$ cat src/hw/rtl/gss_pkg.sv
`timescale 1ns / 1ps
// ----------------------------------------------------------------------------
// Gauss-Seidel sweep package
// Shared constants, register indexes and the per-beat control bundle.
// ----------------------------------------------------------------------------
package gss_pkg;

  localparam int unsigned CFG_IDX_BITS   = 2;
  localparam int unsigned CFG_DATA_BITS  = 16;
  localparam int unsigned GRID_W_BITS    = 11;
  localparam int unsigned GRID_H_BITS    = 16;
  localparam int unsigned GRID_DIM_RESET = 16;
  localparam int unsigned GRID_DIM_MIN   = 3;

  typedef enum logic [CFG_IDX_BITS-1:0] {
    REG_GRID_WIDTH  = 2'd0,
    REG_GRID_HEIGHT = 2'd1
  } gss_reg_e;

  typedef struct packed {
    logic row0;
    logic flush;
    logic border;
    logic last_col;
  } gss_ctl_t;

endpackage

$ cat src/hw/rtl/gss_ctrl.sv
`timescale 1ns / 1ps
// ----------------------------------------------------------------------------
// Gauss-Seidel sweep raster control
// Holds grid geometry, tracks the raster position and tags each beat.
// ----------------------------------------------------------------------------
module gss_ctrl #(
  parameter int unsigned MAX_WIDTH = 1024,
  localparam int unsigned AW = $clog2(MAX_WIDTH)
) (
  input  logic                              clk_i,
  input  logic                              rst_ni,
  input  logic                              cfg_valid_i,
  input  logic [gss_pkg::CFG_IDX_BITS-1:0]  cfg_index_i,
  input  logic [gss_pkg::CFG_DATA_BITS-1:0] cfg_data_i,
  input  logic                              acc_i,
  output logic [AW-1:0]                     col_o,
  output gss_pkg::gss_ctl_t                 ctl_o
);
  import gss_pkg::*;

  localparam int unsigned RstW = (GRID_DIM_RESET < MAX_WIDTH) ? GRID_DIM_RESET : MAX_WIDTH;

  logic [AW-1:0]          w_last_q, w_last_d;
  logic [GRID_H_BITS-1:0] h_last_q, h_last_d;
  logic [AW-1:0]          col_q, col_d;
  logic [GRID_H_BITS-1:0] row_q, row_d;
  logic                   flush_q, flush_d;
  logic                   restart;
  logic [GRID_W_BITS-1:0] wr_w;
  logic [GRID_H_BITS-1:0] wr_h;

  assign wr_w = cfg_data_i[GRID_W_BITS-1:0];
  assign wr_h = cfg_data_i[GRID_H_BITS-1:0];

  assign col_o          = col_q;
  assign ctl_o.row0     = (row_q == '0);
  assign ctl_o.flush    = flush_q;
  assign ctl_o.last_col = (col_q == w_last_q);
  assign ctl_o.border   = (row_q == GRID_H_BITS'(1)) || (col_q == '0) || ctl_o.last_col;

  always_comb begin
    w_last_d = w_last_q;
    h_last_d = h_last_q;
    col_d    = col_q;
    row_d    = row_q;
    flush_d  = flush_q;
    restart  = 1'b0;
    if (cfg_valid_i) begin
      case (cfg_index_i)
        REG_GRID_WIDTH: begin
          restart = 1'b1;
          if (wr_w < GRID_W_BITS'(GRID_DIM_MIN)) begin
            w_last_d = AW'(GRID_DIM_MIN - 1);
          end else if (32'(wr_w) > 32'(MAX_WIDTH)) begin
            w_last_d = AW'(MAX_WIDTH - 1);
          end else begin
            w_last_d = AW'(wr_w - 1'b1);
          end
        end
        REG_GRID_HEIGHT: begin
          restart = 1'b1;
          if (wr_h < GRID_H_BITS'(GRID_DIM_MIN)) begin
            h_last_d = GRID_H_BITS'(GRID_DIM_MIN - 1);
          end else begin
            h_last_d = wr_h - 1'b1;
          end
        end
        default: ;
      endcase
    end else if (acc_i) begin
      if (ctl_o.last_col) begin
        col_d = '0;
        if (ctl_o.row0) begin
          flush_d = 1'b0;
        end
        if (row_q == h_last_q) begin
          row_d   = '0;
          flush_d = 1'b1;
        end else begin
          row_d = row_q + 1'b1;
        end
      end else begin
        col_d = col_q + 1'b1;
      end
    end
    if (restart) begin
      col_d   = '0;
      row_d   = '0;
      flush_d = 1'b0;
    end
  end

  always_ff @(posedge clk_i or negedge rst_ni) begin
    if (!rst_ni) begin
      w_last_q <= AW'(RstW - 1);
      h_last_q <= GRID_H_BITS'(GRID_DIM_RESET - 1);
      col_q    <= '0;
      row_q    <= '0;
      flush_q  <= 1'b0;
    end else begin
      w_last_q <= w_last_d;
      h_last_q <= h_last_d;
      col_q    <= col_d;
      row_q    <= row_d;
      flush_q  <= flush_d;
    end
  end

endmodule

$ cat config.mk
export PLATFORM = sky130hd
export DESIGN_NAME = gss_ctrl
export DESIGN_NICKNAME = d
export VERILOG_FILES = /design/src/hw/rtl/gss_pkg.sv /design/src/hw/rtl/gss_ctrl.sv
export SDC_FILE = /design/constraint.sdc
export NUM_CORES = 1
export LEC_CHECK = 0
export BUFFER_PORTS_ARGS = -buffer_cell sky130_fd_sc_hd__buf_2
export CORE_UTILIZATION = 63
export CTS_CLUSTER_SIZE = 10
export DETAILED_ROUTE_END_ITERATION = 12
export GPL_ROUTABILITY_DRIVEN = 0
export PLACE_DENSITY = 0.85
export SYNTH_ARGS = -nofsm -noshare
export SYNTH_HDL_FRONTEND = slang
export SYNTH_SLANG_ARGS = --single-unit
$ cat constraint.sdc
create_clock -name clk_i -period 4.3 [get_ports clk_i]
set_input_delay 0.43 -clock clk_i [delete_from_list [all_inputs] [get_ports clk_i]]
set_output_delay 0.43 -clock clk_i [all_outputs]
set_load 0.02 [all_outputs]
==> reports/metrics.yaml, run 1 <==
logic_synthesis:
  synth_top_area_frac: 0.349
  netlist_top_cells_count: "dfrtp_1 (45), nand2_1 (37), o21ai_0 (27)"
  yosysTopAreaCell: "dfrtp_1"
  synth_seq_area_share: 0.414
  synth.avg_cell_area_um2: 9.02
  synth-xor-area-share: 0.133
  synth_fp_nets: 388
  synth_compound_area_frac: 0.143
  yosys-mux-area-fraction: 0
  synthSimpleGateAreaFrac: 0.228
  synth_top_family_by_area: "simple AND/OR/NAND/NOR gates"
  dominantRegCellSynth: "dfrtp_1"
  yosys.cell_count.top_type: "dfrtp_1"
  async_flop_share: 1.00
  ys_warn_count: 0
  synthCells: 358
  synth_fa_ha_area_frac: 0.0310
  ys_seq_elements: 53
  synth.distinct_cells: 44
  synth_enable_flop_cells: 0
  synth_area_leaders: "dfrtp_1 (35%), xor2_1 (6.8%), dfstp_2 (6.5%), xnor2_1 (6.5%), nand2_1 (4.3%)"
  syn_area_um2: 3230
cts:
  post-cts-setup-buffer-count: 0
  root_buffer: "clkbuf_8"
  cts.htree.levels: 2
  cts_resized: 0
  clk_path_buf_depth: 2
  clk-insertion-delay-late_ns: 0.32
  cts_buffers: 5
  clkSinkCount: 53
  cts_hold_buffers: 0
  cts_tree: "done"
  path_clk_slew_ns: 0.10
finish:
  syn_to_final_growth_pct: 9.26
  final_cell_area_um2: 3530
  diodes: 0
  layout-drive-gt1-share: 0.152
  final_cells: 456
  fin_nets: 418
  n_fill_cell: 368
  seqCellArea_um2: 1340
  multi_input_area_um2: 1730
global_route:
  grt_max_degree: 54
  grt_pass1_vias: 2528
  grt_pass1_wl_um: 11900
  antenna_found_initial: 0
  track_usage: 0.293
  grt_remaining_overflow: 0
place:
  place_inst: 448
  io_buffers: 35
  dp_hpwl_um: 5240
  post_dp_cell_area_um2: 3440
sta:
  rsz0062_at_grt: "false"
  worst_pin_slew_ns: 0.970
  fin_skew_ns: 0.0103
  maxSlewViolCount: 0
  setup_viol_count_final: 0
  max_freq_mhz: 359
  finalCritPeriodShare: 0.648
  setup_tns_ns: 0
  hold_slack_ns: 0.213
  period_minus_slack_ns: 2.79
  relSlewSlack: 0.348
  finalHoldViolations: 0
status:
  status: "completed"
setup_path:
  crit_arrival_ns: 2.97
  r2r-start: "col_o[3]"
  required_ns: 4.48
  r2r_end: "row_q[5]"
  end_kind: "register"
  r2r_cells: 6
  reg2reg_setup_slack_ns: 1.51
  slowest_stage: "nor4_4"
  critPathLaunchType: "register"
  crit_chain: "xnor2_1, nand4_1, nor4_4, or2_0, buf_4, o21ai_0"
  crit_type: "reg -> reg"
  cpPeakStageDelay_ns: 0.91
  critPathMaxFanout: 19
routing:
  drtIter0Drc: 272
  ant_nets: 0
  detailroute.via_count: 2671
  wl_per_cell_um: 15.3
  dr.pass1.iters: 6
  drc: 0
  via_per_inst: 5.86
  wirelength_um: 6990
power:
  p_leak_nw: 1.59
  finalPower_mw: 1.08
  p_per_area_nw_per_um2: 307
  vdd_ir_drop_max_mv: 0.149
die:
  core_um2: 4820
  boundaryPins: 36
  start_util: 0.670
  fp-row-count: 25
  die_h_um: 73.6
  die-width_um: 73.6
  die-area_um2: 5410
run:
  cap_violations: 0
hold_path:
  hp-class: "in -> async"
==> state kept, by name, indices dropped and copies added (netlist names) <==
name / count
w_last_q: 10
h_last_q: 16
row_q: 16
flush_q: 1
col_o: 10
==> power by group <==
group | leakage, nW | internal (mW) | switching (mW)
clock network | 0.0455 | 0.132 | 0.159
registers | 0.680 | 0.554 | 0.0447
logic | 0.868 | 0.0835 | 0.109
total | 1.59 | 0.770 | 0.313
==> cell families after synthesis <==
kind of cell,Yosys count
buffers and inverters,40
DFF,53
and+or+nand+nor,138
AOI/OAI and AO/OA,70
adders and majority gates,8
xor gates and xnor gates,49
==> stage by stage <==
stage          setup slack, ns   util
2_1_floorplan             2.22      -
3_3_place_gp              1.68  0.714
3_5_place_dp              1.57  0.714
4_1_cts                   1.56  0.732
5_1_grt                   1.35  0.732
6_report                  1.51  0.732
==> cell usage in the layout (no fill, tap or decap), drive strengths merged, types with 3 or more instances in the layout <==
| cell | netlist | routed |
|---|---|---|
| a21oi | 6 | 6 |
| a22o | 9 | 9 |
| a31oi | 4 | 4 |
| and2 | 7 | 7 |
| and3 | 8 | 8 |
| and4 | 4 | 4 |
| buf | 6 | 38 |
| clkbuf | 9 | 8 |
| dfrtp | 45 | 45 |
| dfstp | 8 | 8 |
| ha | 8 | 8 |
| inv | 25 | 25 |
| nand2 | 37 | 37 |
| nand2b | 3 | 3 |
| nand3 | 11 | 11 |
| nand4 | 9 | 9 |
| nor2 | 24 | 24 |
| nor2b | 4 | 4 |
| nor3 | 12 | 12 |
| nor4 | 10 | 10 |
| o211ai | 12 | 12 |
| o21ai | 31 | 31 |
| xnor2 | 24 | 24 |
| xor2 | 25 | 25 |
==> layer usage <==
layer / share of wire / routed length [um] / global-route usage
met1: 0.45 / 3150 / 0.410
met2: 0.48 / 3380 / 0.454
met3: 0.048 / 335 / 0.0453
met4: 0.019 / 134 / 0.124
met5: 0 / 0 / 0
==> worst max path at each step <==
stage | from | to
2_1_floorplan | col_o[2] | row_q[14]
3_3_place_gp | w_last_q[2] | row_q[10]
3_5_place_dp | w_last_q[3] | row_q[10]
4_1_cts | col_o[3] | row_q[5]
5_1_grt | col_o[3] | row_q[5]
6_report | col_o[3] | row_q[5]
==> final cells by class <==
class,instances,share of cell area
clock buffer,8,0.0255
inverter,25,0.0266
multi-input combinational,265,0.489
sequential,53,0.379
tap,67,0.0238
timing repair buffer,38,0.0560
==> worst max-delay path: cells and delay by family, from the launching register on <==
family	cells	cell delay, ns
AOI/OAI and AO/OA	1	0.11
xor gates and xnor gates	1	0.20
buffers and inverters	1	0.29
DFF	1	0.48
and+or+nand+nor	3	1.58
Note: power is estimated with default switching activity, not from simulation.
==> run 2: changes to the inputs <==
- CORE_UTILIZATION: 63 -> 59
- PLACE_DENSITY: 0.85 -> 0.8
- clock period: 4.3 -> 2.7 ns (I/O delays scaled with it)
==> reports/metrics.yaml, run 2 (synthesized netlist as in run 1, its figures left out) <==
routing:
  drc: 0
  dr.pass1.iters: 4
  wirelength_um: 6990
  ant_nets: 0
  via_per_inst: 5.72
  detailroute.via_count: 2662
  drtIter0Drc: 326
  wl_per_cell_um: 15.0
setup_path:
  critPathMaxFanout: 7
  crit_family: "simple AND/OR/NAND/NOR gates"
  slowest_stage: "dfrtp_1"
  critPathLaunchType: "register"
  crit_type: "reg -> out"
  crit_chain: "xnor2_1, nand4_1, or3_1, nand3_1, buf_2"
  cpPeakStageDelay_ns: 0.49
  crit_buf_inv: 1
  crit_arrival_ns: 1.94
  required_ns: 2.43
  end_kind: "output port"
die:
  die_h_um: 76.0
  start_util: 0.624
  fp-row-count: 26
  boundaryPins: 36
  die-area_um2: 5770
  die-width_um: 76.0
  core_um2: 5170
cts:
  post-cts-setup-buffer-count: 0
  root_buffer: "clkbuf_8"
  clk-insertion-delay-late_ns: 0.31
  cts_buffers: 5
  path_clk_slew_ns: 0.10
  cts_hold_buffers: 0
  clkSinkCount: 53
  cts_tree: "done"
  clk_path_buf_depth: 2
  cts_resized: 0
  cts.htree.levels: 2
power:
  finalPower_mw: 1.81
  p_leak_nw: 1.63
  vdd_ir_drop_max_mv: 0.252
  p_per_area_nw_per_um2: 503
sta:
  period_minus_slack_ns: 2.21
  maxSlewViolCount: 0
  finalCritPeriodShare: 0.817
  rsz0062_at_grt: "false"
  setup_viol_count_final: 0
  fin_skew_ns: 0.00447
  max_freq_mhz: 453
  relSlewSlack: 0.273
  worst_pin_slew_ns: 1.09
  finalHoldViolations: 0
  setup_tns_ns: 0
finish:
  layout-drive-gt1-share: 0.170
  diodes: 0
  syn_to_final_growth_pct: 11.6
  fin_nets: 424
  reg.largest.list: "h_last_q x16, row_q x16"
  final_cell_mix: "dfrtp_1 (45), nand2_1 (37), buf_2 (35), o21ai_0 (27)"
  n_fill_cell: 393
  layout_commonest_cell: "dfrtp_1"
  final_cells: 465
place:
  dp_hpwl_um: 5290
  io_buffers: 35
  place_inst: 457
run:
  cap_violations: 0
status:
  status: "completed"
global_route:
  grt_pass1_vias: 2604
  grt_remaining_overflow: 0
  track_usage: 0.264
  grt_pass1_wl_um: 12300
  grt_max_degree: 50
  antenna_found_initial: 0
hold_path:
  hp-class: "in -> async"
-- run 2: cell types whose count changed in the layout (fill, tap and decap cells not counted) --
cell / before / now
clkinv_4: 0 / 1
clkbuf_8: 6 / 5
clkbuf_1: 2 / 0
buf_4: 3 / 9
clkinvlp_4: 0 / 1
bufinv_16: 0 / 1
-- run 2: layer usage --
layer / vias up / GRT usage / part of all wire
li1: 1316 / - / -
met1: 1270 / 0.360 / 0.47
met2: 66 / 0.441 / 0.48
met3: 10 / 0.0335 / 0.035
met4: 0 / 0.0827 / 0.012
met5: - / 0 / 0
-- run 2: path summary, 6_finish.rpt --
check,from,to,slack (ns),depth (start not counted)
setup reg to reg,col_o[2],row_q[10],0.57,6
hold / removal,rst_ni,row_q[9],0.14,1
min in group clk_i,cfg_data_i[0],h_last_q[0],0.21,2
max in group asynchronous,rst_ni,h_last_q[0],1.79,2
hold reg to reg,w_last_q[1],w_last_q[1],0.48,2
setup / recovery,col_o[2],ctl_o[1],0.49,5
-- run 2: cell type report --
cell class	count	area [um^2]	area share
multi-input combinational	265	1730	0.479
sequential	53	1340	0.371
timing repair buffer	44	243	0.0674
inverter	25	93.8	0.0261
tap	70	87.6	0.0243
clock buffer	5	68.8	0.0191
clock inverter	3	46.3	0.0129
-- run 2: through the flow --
step | setup slack [ns] | utilization | hold slack, ns | cell area (um^2)
after floorplan | 0.619 | - | -0.0256 | 3230
after global placement | 0.576 | 0.674 | 0.461 | 3490
after detailed placement | 0.488 | 0.674 | 0.461 | 3490
after CTS | 0.515 | 0.696 | 0.193 | 3600
after global routing | 0.373 | 0.696 | 0.206 | 3600
final | 0.494 | 0.696 | 0.140 | 3600
-- run 2: where the power goes --
group | switching [mW] | internal (mW)
clock | 0.273 | 0.278
sequential | 0.0702 | 0.883
combinational | 0.173 | 0.136
